**config.mk**
```make
export PLATFORM = sky130hd
export DESIGN_NAME = bpq_chain
export DESIGN_NICKNAME = d
export VERILOG_FILES = /design/src/rtl/core/bpq_pkg.sv /design/src/rtl/core/bpq_cell.sv /design/src/rtl/core/bpq_chain.sv
export SDC_FILE = /design/constraint.sdc
export NUM_CORES = 1
export LEC_CHECK = 0
export BUFFER_PORTS_ARGS = -buffer_cell sky130_fd_sc_hd__buf_2
export CELL_PAD_IN_SITES_DETAIL_PLACEMENT = 1
export CELL_PAD_IN_SITES_GLOBAL_PLACEMENT = 1
export CORE_AREA = 2 2 192 194
export DETAILED_ROUTE_END_ITERATION = 10
export DIE_AREA = 0 0 194 196
export GPL_TIMING_DRIVEN = 0
export PLACE_DENSITY = 0.84
export SYNTH_ARGS = -nofsm -noshare
export SYNTH_HDL_FRONTEND = slang
export SYNTH_SLANG_ARGS = --single-unit
```
**constraint.sdc**
```tcl
create_clock -name i_clk -period 2.8 [get_ports i_clk]
set_input_delay 0.28 -clock i_clk [delete_from_list [all_inputs] [get_ports i_clk]]
set_output_delay 0.28 -clock i_clk [all_outputs]
set_load 0.01 [all_outputs]
```
**src/rtl/core/bpq_pkg.sv**
```systemverilog
// Shared constants, codes and types of the bucket priority queue.
// Used by the channel interfaces, the occupancy chain and the top level.
package bpq_pkg;

    localparam int NUM_KEYS    = 256;
    localparam int KEY_W       = 8;
    localparam int CAPACITY    = 1024;
    localparam int SLOT_W      = 10;
    localparam int COUNT_W     = 11;
    localparam int ENTRY_W     = 32;
    localparam int STATUS_W    = 2;
    localparam int KIND_W      = 2;

    // occupancy chain: each cell owns a slice of the buckets
    localparam int CELL_KEYS   = 32;
    localparam int CELL_IDX_W  = 5;
    localparam int NUM_CELLS   = NUM_KEYS / CELL_KEYS;
    localparam int CELL_BASE_W = KEY_W - CELL_IDX_W;
    localparam int SETTLE_W    = $clog2(NUM_CELLS + 1);

    localparam logic [KIND_W-1:0] KIND_INSERT = 2'd0;
    localparam logic [KIND_W-1:0] KIND_REMOVE = 2'd1;
    localparam logic [KIND_W-1:0] KIND_CLEAR  = 2'd2;

    localparam logic [STATUS_W-1:0] STATUS_OK      = 2'd0;
    localparam logic [STATUS_W-1:0] STATUS_FULL    = 2'd1;
    localparam logic [STATUS_W-1:0] STATUS_EMPTY   = 2'd2;
    localparam logic [STATUS_W-1:0] STATUS_BAD_KEY = 2'd3;

    // lowest occupied bucket seen so far along the chain
    typedef struct packed {
        logic             found;
        logic [KEY_W-1:0] key;
    } t_find;

    // occupancy update broadcast to all cells
    typedef struct packed {
        logic             set;
        logic             clr;
        logic             clr_all;
        logic [KEY_W-1:0] key;
    } t_occ_cmd;

    typedef struct packed {
        logic [ENTRY_W-1:0]  removed_entry;
        logic [KEY_W-1:0]    removed_key;
        logic [STATUS_W-1:0] status;
        logic [COUNT_W-1:0]  count;
        logic                is_empty;
    } t_result;

endpackage

```
**src/rtl/core/bpq_cell.sv**
```systemverilog
// One occupancy cell: holds the occupied bits of a slice of buckets and
// forwards the lowest occupied bucket found so far to its neighbor. Uses bpq_pkg.
module bpq_cell (
    input  logic                               i_clk,
    input  logic                               i_rst_n,
    input  logic [bpq_pkg::CELL_BASE_W-1:0]    i_base,
    input  bpq_pkg::t_occ_cmd                  i_cmd,
    input  bpq_pkg::t_find                     i_prev,
    output bpq_pkg::t_find                     o_next,
    output logic [bpq_pkg::CELL_KEYS-1:0]      o_occ
);

    logic [bpq_pkg::CELL_KEYS-1:0]  r_occ;
    bpq_pkg::t_find                 r_next;
    logic                           w_hit;
    logic                           w_any;
    logic [bpq_pkg::CELL_IDX_W-1:0] w_idx;
    logic [bpq_pkg::CELL_IDX_W-1:0] w_cmd_idx;

    assign w_hit     = (i_cmd.key[bpq_pkg::KEY_W-1:bpq_pkg::CELL_IDX_W] == i_base);
    assign w_cmd_idx = i_cmd.key[bpq_pkg::CELL_IDX_W-1:0];

    // lowest set bit of the slice
    always_comb begin
        w_any = 1'b0;
        w_idx = '0;
        for (int b = bpq_pkg::CELL_KEYS - 1; b >= 0; b--) begin
            if (r_occ[b]) begin
                w_any = 1'b1;
                w_idx = bpq_pkg::CELL_IDX_W'(b);
            end
        end
    end

    always_ff @(posedge i_clk) begin
        if (!i_rst_n) begin
            r_occ  <= '0;
            r_next <= '0;
        end else begin
            if (i_cmd.clr_all) begin
                r_occ <= '0;
            end else begin
                if (i_cmd.set && w_hit) begin
                    r_occ[w_cmd_idx] <= 1'b1;
                end
                if (i_cmd.clr && w_hit) begin
                    r_occ[w_cmd_idx] <= 1'b0;
                end
            end
            // lower cells win; otherwise offer our own lowest bucket
            if (i_prev.found) begin
                r_next <= i_prev;
            end else begin
                r_next.found <= w_any;
                r_next.key   <= {i_base, w_idx};
            end
        end
    end

    assign o_next = r_next;
    assign o_occ  = r_occ;

endmodule

```
**src/rtl/core/bpq_chain.sv**
```systemverilog
// Row of occupancy cells with a settle counter; gives the lowest occupied
// bucket once the chain has caught up with the last update. Uses bpq_cell, bpq_pkg.
module bpq_chain (
    input  logic                        i_clk,
    input  logic                        i_rst_n,
    input  bpq_pkg::t_occ_cmd           i_cmd,
    input  logic [bpq_pkg::KEY_W-1:0]   i_key,
    output logic                        o_occ_hit,
    output bpq_pkg::t_find              o_min,
    output logic                        o_settled
);

    bpq_pkg::t_find                  w_link [bpq_pkg::NUM_CELLS];
    logic [bpq_pkg::NUM_KEYS-1:0]    w_occ;
    logic [bpq_pkg::SETTLE_W-1:0]    r_settle;

    for (genvar g = 0; g < bpq_pkg::NUM_CELLS; g++) begin : g_cell
        bpq_pkg::t_find w_prev;
        if (g == 0) begin : g_first
            assign w_prev = '0;
        end else begin : g_rest
            assign w_prev = w_link[g-1];
        end
        bpq_cell u_cell (
            .i_clk   (i_clk),
            .i_rst_n (i_rst_n),
            .i_base  (bpq_pkg::CELL_BASE_W'(g)),
            .i_cmd   (i_cmd),
            .i_prev  (w_prev),
            .o_next  (w_link[g]),
            .o_occ   (w_occ[g*bpq_pkg::CELL_KEYS +: bpq_pkg::CELL_KEYS])
        );
    end

    // each cell registers its link; the counter waits for a change to reach the end of the row
    always_ff @(posedge i_clk) begin
        if (!i_rst_n) begin
            r_settle <= '0;
        end else if (i_cmd.set || i_cmd.clr || i_cmd.clr_all) begin
            r_settle <= bpq_pkg::SETTLE_W'(bpq_pkg::NUM_CELLS);
        end else if (r_settle != '0) begin
            r_settle <= r_settle - 1'b1;
        end
    end

    assign o_occ_hit = w_occ[i_key];
    assign o_min     = w_link[bpq_pkg::NUM_CELLS-1];
    assign o_settled = (r_settle == '0);

endmodule

```
Word-level counts from Yosys, hierarchy flattened
Index checks and enable logic that the tools add are counted.

Add/subtract/negate cells: 1. Bitwise operators: 18. Equal/unequal tests: 7. Reductions and logical operators: 36. Magnitude comparators: 3. Muxes and demuxes: 556.

Operator list (count): 5-bit two-way mux (255); 32-bit two-way mux (32); 1-bit two-way mux (258); 32-bit bitwise AND (8); 32-bit bitwise OR (8); 9-bit two-way mux (7); 32-bit NOT (1); 1-bit logical AND (17); 17-bit OR reduction (1); 3-bit == test, second input constant (4); 2-bit AND reduction (6); 8-bit by 9-bit less-than comparator with 1-bit output, second input constant (1); 9-bit OR reduction (1); 1-bit binary-select mux with 8-bit select (1); 4-bit two-way mux (2); 3-bit by 2-bit == test with 1-bit output, second input constant (2); 5-bit by 6-bit less-than comparator with 1-bit output, second input constant (1); 2-bit OR reduction (3); 1-bit demux with 5-bit select (1); 5-bit by 1-bit >= comparator with 1-bit output, second input constant (1); 5-bit OR reduction (1); 4-bit zero test (1); 4-bit nonzero test (1); 4-bit by 1-bit subtractor with 4-bit output, second input constant (1); 6 further kinds (7).

Bits in registers: 332. Input port bits: 21.

Depth between registers and ports, before layout
Depth in word-level cells: 33. Gate-level depth with buffers: 9. Mapped depth without buffers: 8.

By module
A second synthesis with hierarchy kept.

Cell total of the unflattened synthesis: 2048. Area total of the unflattened synthesis: 17958.5 µm².

Modules (own cells, without submodules): bpq_cell (times used 8, area each 1935.6 µm², cells an instance 226, seq. area each 820.8 µm²); bpq_chain (times used 1, area each 2473.6 µm², cells an instance 240, seq. area each 80.1 µm²).

Worst setup path before layout
Ideal clock, no wire load.

Path type: input to output. Start: input port i_key[1] (netlist bit). End: output port o_occ_hit. Slack: 0.318 ns. Data required time: 2.520 ns. Buffers on the path: 2. Arrival: 2.202 ns. Cell stages on the path: 8. Path through: buf_2 buf_1 mux4_2 a22oi_1 nand2_1 a22oi_1 o221ai_1 mux4_2.

Cells in the longest elaborated chain, start to end: 2.

RTL lines: start: declaration (line bpq_chain.sv:7) `input logic [bpq_pkg::KEY_W-1:0] i_key,`; 1-bit binary-select mux with 8-bit select (line bpq_chain.sv:46) `assign o_occ_hit = w_occ[i_key];`; 1-bit two-way mux (implied by the code) (line bpq_chain.sv:46); end: declaration (line bpq_chain.sv:8) `output logic o_occ_hit,`.

Every way passes these cells. The select of a mux whose other input is x is not followed.

Worst setup path after layout
Start: register g_cell[6].u_cell.r_occ (netlist bit g_cell[6].u_cell.o_occ[11]). End: output port o_occ_hit.

Cells in the longest elaborated chain, start to end: 2.

RTL lines: start: declaration (line bpq_cell.sv:13) `logic [bpq_pkg::CELL_KEYS-1:0] r_occ;`; start signal: assignment (line bpq_cell.sv:37) `r_occ <= '0;`; start signal: assignment (line bpq_cell.sv:41) `r_occ <= '0;`; start signal: indexed assignment (line bpq_cell.sv:44) `r_occ[w_cmd_idx] <= 1'b1;`; 1-bit binary-select mux with 8-bit select (line bpq_chain.sv:46); 1-bit two-way mux (implied by the code) (line bpq_chain.sv:46).

Every way passes these cells. The select of a mux whose other input is x is not followed.

==> results.md <==
* Status: finished with violations
* Failing checks: setup timing
* Final Max Tran Viols at 0
* Compound-gate portion of the synthesized area at 31.4%
* Synth warnings at 0
* Final Wtd Congestion at 1.07
* CTS Buf Count at 37
* Post-Synthesis Cells at 1825
* Nets at 1917
* Met2 Usage GRT at 54.5%
* Via count at 16400
* Sequential area share after synthesis at 40.8%
* R2R Setup Slk at 0.20 ns
* Pin count of the biggest net entering global routing at 14
* Worst Hold Depth at 2
* CP endpoint: o_occ_hit
* Clk pin slew, worst setup/hold paths at 0.06 ns
* Initial antenna violation count at 2
* Worst rel slew slack at 28.1%
* Kind of critical path: flip-flop to output port
* Crit start category: flip-flop
* Peak VDD IR at 0.413 mV
* First-pass GRT wire length at 99900 µm
* Routed WL per cell at 28.1 µm
* Met1 Track Usage GR at 44.6%
* GRT met3 Usage at 8.23%
* Port Buffers at 29
* Util after Layout at 50.1%
* Final hold violation count at 0
* Area after DPL at 16700 µm²
* Hold path start: i_cmd[10]
* Skew final at 0.0119 ns
* Cell Area, Synth at 15900 µm²
* Pleak at 5.78 nW
* FF-to-FF End: g_cell[5].u_cell.o_next[2]
* Worst-margin pin slew at 1.07 ns
* Synth Area in Simple Gates at 13.0%
* Initial DRC Count at 1934
* Area delta synth->final at 13.4%
* PnR Total Power at 0.0103 W
* Seq cells post-synth at 325
* # IOs at 32
* Worst Path Required at 2.52 ns
* Final worst path period share at 110%
* Critical path origin: g_cell[6].u_cell.o_occ[11]
* Max-cap violations at 0
* Die area at 38000 µm²
* Post-route setup TNS at -0.287 ns
* Drt total wl at 67000 µm
* Detailed Routing Iterations Pass 1 at 6
* Die W at 194 µm
* Largest family of logic cells by synthesized area: compound AO/OA/AOI/OAI gates
* Post-DP HPWL at 50400 µm
* RSZ-0062 raised after global routing: yes
* Post-route ant nets at 0
* Root buf cell: clkbuf_16
* Core Area at 36100 µm²
* DIE HEIGHT at 196 µm
* Power per Cell Area at 570 nW/µm²
* CP Max Fanout at 6
* Setup crit end kind: output port
* Smallest setup slack after layout at -0.287 ns
* Top_reg_cell synth: dfxtp_1
* Layout cells sized above 1 at 11.6%
* Rows at 70
* Vias/cell at 6.85
* Via count of the first global-routing pass at 16100
* DRC viols at 0
* Asr flop ratio synth at 0%
* Yosys cell types at 50
* Mux cell area share after synthesis at 9.26%
* Max H-tree Level at 2
* GR peak layer: met2
* Insertion delay to the later sink of the worst-skew pair at 0.54 ns
* Syn avg cell area at 8.73 µm²
* Clock buffer depth at 3
* Xor and xnor area share after synthesis at 0.0550%
* Final min period at 3.09 ns
* Aggregate global routing overflow at 0
* CTS sink count at 325
* Final Setup Violations at 1
* Adder-Cell Fraction of Synth Area at 0.0785%
* Antenna cell count at 0
* Filler Cells Inserted at 4241
* Initial core utilization at 44.2%
* Post-route cell area at 18100 µm²
* Hold Crit Class: input port to flip-flop
* Syn Nets at 1847
* EDFF count, synth at 0
* CTS tree: yes
* Reg2Reg Depth at 6
* Critical Path AT at 2.81 ns
* Tot GR Track Use at 34.4%
* Hold_ws at 0.0113 ns
* Fmax at 324 MHz
## layout make-up
class	count	area, µm²	area share (%)
Clock buffer	47	1050	5.83
Tap cell	468	586	3.24
Timing Repair Buffer	31	166	0.921
Inverter	65	244	1.35
Buffer	146	633	3.50
Clock inverter	18	173	0.956
Sequential cell	325	6540	36.2
Multi-Input combinational cell	1289	8670	48.0
## through the flow
step | setup slack (ns) | std cells
2_1_floorplan | 0.318 | 1825
3_3_place_gp | -0.833 | 2322
3_5_place_dp | -0.864 | 2322
4_1_cts | -0.235 | 2387
5_1_grt | -0.294 | 2389
6_report | -0.287 | 2389
## routing by layer
layer	wire length, µm	vias up
li1	-	7141
met1	27200	8081
met2	30300	896
met3	6510	233
met4	3050	4
met5	19	-
## worst max-delay path, cell delays in order (launching register included)
cell,delay [ns]
dfxtp_1,0.36
mux4_2,0.55
a22o_1,0.21
a221oi_2,0.24
o221ai_1,0.20
mux4_2,0.56
buf_6,0.15
## synthesized netlist by cell type (all sizes together) (26+ instances only)
master,count,area (µm²)
nor2,167,627
inv,65,244
a22oi,28,210
o21ai,42,210
nor3,45,225
clkbuf,131,492
a21oi,328,1640
dfxtp,325,6510
nor4,43,269
o31ai,28,210
nand2,79,297
mux4,65,1460
nor2b,26,163
a211oi,274,2060
## report_power, final
part           internal (W)  leakage (nW)  total (W)  switching, W
Sequential          0.00464          2.63    0.00465     0.0000110
Clock               0.00294         0.624    0.00504       0.00210
Combinational      0.000146          2.52   0.000609      0.000462
## cells by family after synthesis
logic type | after synthesis
AO/OA/AOI/OAI | 783
multiplexers | 66
flip-flops | 325
XOR/XNOR | 1
buffers and inverters | 211
AND/OR/NAND/NOR | 438
adder cells (fa/ha/maj) | 1
## cell usage in the layout (no fill, tap or decap), drive strengths merged, types with 3 or more instances in the layout
master  synthesis  routed
a22o            9       9
nand2b         11      11
nor2          167     167
a32oi           7       7
o21bai         10      10
a22oi          28      28
a31oi           6       6
bufinv          0       3
nand2          79      79
nor4           43      43
o21ai          42      42
o31a            4       4
a21oi         328     328
o41ai           5       5
o31ai          28      28
nor3           45      45
mux4           65      65
a211oi        274     274
nand4           3       3
nor2b          26      26
nand3b          4       4
buf            15      45
or4            11      11
dfxtp         325     325
o211ai          4       4
and2           12      12
a221oi          9       9
clkbuf        131     179
and3            8       8
a21boi         16      16
clkinv          0      14
o221ai          8       8
inv            65      66
nand3          20      20
## how the worst min path moves through the flow
stage | to
finish | r_settle[2]
global route | r_settle[2]
CTS | r_settle[2]
detailed placement | g_cell[5].u_cell.o_next[7]
global placement | g_cell[5].u_cell.o_next[7]
floorplan | r_settle[2]
## repair_timing
action / 4_1_cts / 5_1_grt
setup endpoints to repair: 1 / 2
pin swaps: 6 / 3
cloned: 0 / 0
gates resized for setup: 51 / 19
setup buffers: 0 / 2
hold buffers: 0 / 0
Power figures use the tool's default switching activity.
